`src/rtl/core/uftpc_pkg.sv`:
```
`timescale 1ns / 1ps
package uftpc_pkg;

  localparam int NumVertices = 1024;
  localparam int VtxW = $clog2(NumVertices);
  localparam int CntW = 11;
  localparam int SizeW = VtxW + 1;
  localparam logic [CntW-1:0] CntMax = {CntW{1'b1}};
  localparam int QueueDepth = 2;

  typedef enum logic [1:0] {
    REQ_TOKEN_A = 2'd0,
    REQ_TOKEN_B = 2'd1,
    REQ_EDGE    = 2'd2,
    REQ_NONE    = 2'd3
  } req_type_t;

  typedef struct packed {
    logic [1:0]  req_type;
    logic [9:0]  vertex_u;
    logic [9:0]  vertex_v;
    logic [31:0] edge_weight;
  } in_item_t;

  typedef struct packed {
    logic        joined;
    logic [10:0] pairs_matched;
    logic [63:0] total_cost;
  } out_item_t;

  // Classified command handed from the front to the back.
  typedef enum logic [1:0] {
    CMD_NOP   = 2'd0,
    CMD_TOK_A = 2'd1,
    CMD_TOK_B = 2'd2,
    CMD_EDGE  = 2'd3
  } cmd_kind_t;

  typedef struct packed {
    cmd_kind_t       kind;
    logic [VtxW-1:0] vu;
    logic [VtxW-1:0] vv;
    logic [31:0]     weight;
  } cmd_t;

  typedef struct packed {
    logic push;
    logic full;
    logic pop;
    logic empty;
  } q_ctl_t;

  typedef enum logic [4:0] {
    S_CLEAR, S_IDLE, S_TOK_RD, S_TOK_WR,
    S_FIND_RD, S_FIND_CHK, S_COMP_RD, S_COMP_WR,
    S_RD_SZ, S_RD_SZ2, S_RD_CNT, S_RD_CNT2, S_SUM, S_MUL, S_MUL2, S_WB, S_DONE
  } bk_state_t;

endpackage

```
`src/rtl/core/uftpc_queue.sv`:
```
`timescale 1ns / 1ps
module uftpc_queue (
  input  logic              clk,
  input  logic              rst,
  input  logic              push,
  input  uftpc_pkg::cmd_t   wdata,
  input  logic              pop,
  output uftpc_pkg::cmd_t   rdata,
  output uftpc_pkg::q_ctl_t ctl
);
  import uftpc_pkg::*;

  localparam int PtrW = $clog2(QueueDepth);

  cmd_t            slots [QueueDepth];
  logic [PtrW-1:0] wptr;
  logic [PtrW-1:0] rptr;
  logic [PtrW:0]   fill;

  assign rdata = slots[rptr];
  assign ctl.full = (fill == (PtrW + 1)'(QueueDepth));
  assign ctl.empty = (fill == '0);
  assign ctl.push = push;
  assign ctl.pop = pop;

  // Small circular buffer of classified requests.
  always_ff @(posedge clk) begin
    if (rst) begin
      wptr <= '0;
      rptr <= '0;
      fill <= '0;
    end else begin
      if (push) begin
        wptr <= wptr + 1'b1;
      end
      if (pop) begin
        rptr <= rptr + 1'b1;
      end
      fill <= fill + (PtrW + 1)'(push) - (PtrW + 1)'(pop);
    end
  end

  always_ff @(posedge clk) begin
    if (push) begin
      slots[wptr] <= wdata;
    end
  end

endmodule

```
`config.mk`:
```
export PLATFORM = sky130hd
export DESIGN_NAME = uftpc_queue
export DESIGN_NICKNAME = d
export VERILOG_FILES = /design/src/rtl/core/uftpc_pkg.sv /design/src/rtl/core/uftpc_queue.sv
export SDC_FILE = /design/constraint.sdc
export NUM_CORES = 1
export LEC_CHECK = 0
export BUFFER_PORTS_ARGS = -buffer_cell sky130_fd_sc_hd__buf_2
export CAP_MARGIN = 20
export CORE_UTILIZATION = 49
export CTS_BUF_LIST = sky130_fd_sc_hd__clkbuf_8
export CTS_CLUSTER_SIZE = 28
export DETAILED_ROUTE_END_ITERATION = 7
export GPL_TIMING_DRIVEN = 0
export PLACE_DENSITY = 0.76
export SLEW_MARGIN = 20
export SYNTH_ARGS = -nofsm -noshare
export SYNTH_HDL_FRONTEND = slang
export SYNTH_SLANG_ARGS = --single-unit
```
`constraint.sdc`:
```
create_clock -name clk -period 3.45 [get_ports clk]
set_clock_uncertainty 0.1 [all_clocks]
set_input_delay 0.345 -clock clk [delete_from_list [all_inputs] [get_ports clk]]
set_output_delay 0.345 -clock clk [all_outputs]
set_load 0.02 [all_outputs]
```
==> summary.txt <==
STA
  • FMAX: 498 MHz
  • Final hold violations: 0
  • Worst slew pin tran: approximately 0.76 ns
  • Final cycle utilization of the critical path: 58.3%
  • WHS: 0.0338 ns
  • Relative slew slack: 49.1%
  • Max-slew violations: 0
  • Count of final setup violators: 0
  • Min cycle time layout: 2.01 ns
  • Final WS setup: 1.44 ns
  • RSZ-0062 raised after global routing: no

Floorplan
  • Die height: 96.6 um
  • Die width: 96.6 um
  • Initial Utilization: between 50% and 60%
  • Placeable Area: just under 9000 um^2
  • I/O pin total: ~120
  • Row count: 34
  • Die Footprint: 9320 um^2

Job
  • Max Cap Viol: 0

Place
  • Final GP Congestion: 0.630
  • Pre-CTS WS: around 1.8 ns
  • DP HPWL: 4390 um
  • I/O Buffers: 115

Layout
  • Share of cells above drive strength 1: 54.3%
  • Fill count: ~600
  • Area Growth Syn to Fin: 38.0%
  • Util after Layout: 69.7%
  • Commonest non-fill, non-tap cell in the layout: buf_2
  • Most frequent cells in the layout: buf_2 (115), edfxtp_1 (108), mux2_4 (50)
  • Nets: 434
  • N_diodes: 0

Synth
  • Cells after Synth: 191
  • Leading area contributor after synthesis: edfxtp_1
  • Ys Warns: 0
  • Top-area cell type share of the netlist area: 74.0%
  • Synthesized flop and latch total: 113
  • Mapped Area: 4380 um^2
  • Area contributors post-synth: edfxtp_1 (74%), mux2_4 (17%), buf_12 (2.3%), dfxtp_1 (2.3%), mux2_2 (1.0%)
  • Netlist cell types: 14
  • Post-synthesis sequential area ratio: between 70% and 80%
  • Syn avg cell area: 22.9 um^2
  • Synth Net Count: ~250

Detailed routing
  • Via count: 2333
  • DRT Wirelength: 7490 um
  • TritonRoute pass-1 iters: 4
  • Routed wire per std cell: 15.1 um
  • ANT nets after route: 0
  • Via-to-Cell Ratio: 4.71
  • Detailed Route Iter0 Violations: 78
  • Remaining DRCs: 0

Min path
  • Worst hold path class: primary input to register
  • Number of cells on the worst hold path: 1

GRT
  • Busiest grt layer: met2
  • Initial antenna violation count: 0
  • GR Util met3: 7.43%
  • GR Util All Layers: 16.8%
  • GR Util met2: slightly below 30%
  • First-pass GRT wire length: between 10000 and 15000 um
  • Largest net degree at the start of global routing: 55
  • Grt met1 use: 17.8%
  • Overflow after GRT: 0
  • Vias in the first global route: 2450

Clock tree
  • CTS Buf Count: 17
  • CTS H-tree lvls: 4
  • Clock tree buffer depth: 2
  • Cts repair resizes: 0
  • CTS sink cnt: roughly 110
  • Clk Latency, worst-skew pair: 0.41 ns
  • Setup bufs post-CTS: 0
  • Root Buffer: clkbuf_8
  • Reg clk slew, reported paths: around 0.07 ns
  • CTS tree: built

Status
  • Status: finished clean

Pwr
  • Pwr Density: ~570 nW/um^2
  • Overall power: ~3500 uW
  • VDD IR max: 0.399 mV
  • Leakage power: around 0.0025 uW

Setup path
  • Setup CP Type: register to primary output
  • Crit end category: primary output
  • Worst r2r path cells: 1
  • Critical path startpoint category: register
  • Critical Path RT: around 3 ns
  • Crit-path max FO: 10
  • Crit path DAT: 1.57 ns
[cell type report]
class | count | area (um^2) | area share, %
Sequential cell | 113 | 3340 | 55.3
Inverter | 2 | 7.51 | 0.124
Timing Repair Buffer | 164 | 1090 | 18.1
Clock inverter | 15 | 193 | 3.19
Multi-Input combinational cell | 68 | 915 | 15.1
Tap cell | 108 | 135 | 2.23
Clock buffer | 17 | 234 | 3.87
Buffer | 8 | 126 | 2.09
[path summary, 6_finish.rpt]
kind | start | to | slack [ns]
min reg2reg | rptr | rptr | 0.45
max reg2reg | wptr | slots[1][43] | 1.84
min | wdata[26] | slots[0][26] | 0.03
max | register | rdata[41] | 1.44
[cell families after synthesis]
kind of cell / share of synthesized area, %
flops: 76.3
mux: 18.2
buf+inv: 3.06
simple gates: 1.00
xor+xnor: 0.914
fa+ha+maj: 0.571
[routing by layer]
layer,vias to the layer above,wire length (um)
li1,1113,-
met1,1142,2970
met2,74,4090
met3,4,407
met4,0,25
met5,-,0
[repair_timing]
item,CTS,global route
hold endpoints to repair,71,19
setup endpoints to repair,0,0
hold buffers,37,10
[critical path, stage by stage (launching register included)]
cell	delay, ns
dfxtp_1	0.33
buf_6	0.19
buf_12	0.17
mux2_4	0.31
buf_2	0.16
[through the flow]
step / instances / TNS (ns) / instance area [um^2]
6_report: 495 / 0 / 6050
3_5_place_dp: 416 / 0 / 5150
5_1_grt: 495 / 0 / 6050
4_1_cts: 485 / 0 / 5950
3_3_place_gp: 414 / -70.07 / 5090
2_1_floorplan: 191 / 0 / 4380
[report_power, final]
| group | internal (uW) | switching (uW) | total [uW] | leakage, uW |
|---|---|---|---|---|
| logic | 271 | 262 | 532 | 0.00119 |
| clock network | 783 | 526 | 1310 | 0.000216 |
| registers | 1600 | 25.4 | 1630 | 0.00106 |
| total | 2650 | 813 | 3470 | 0.00246 |
[cell usage after synthesis (all sizes together)]
cell / count
mux2: 54
edfxtp: 108
nor2b: 3
xnor3: 1
inv: 2
buf: 8
ha: 2
nor2: 5
xnor2: 2
and2: 1
dfxtp: 5
[state kept, by name, indices dropped and copies added (netlist names), named ones only]
register  flops
wptr          1
slots       108
rptr          1
fill          2
Note: power is estimated with default switching activity, not from simulation.
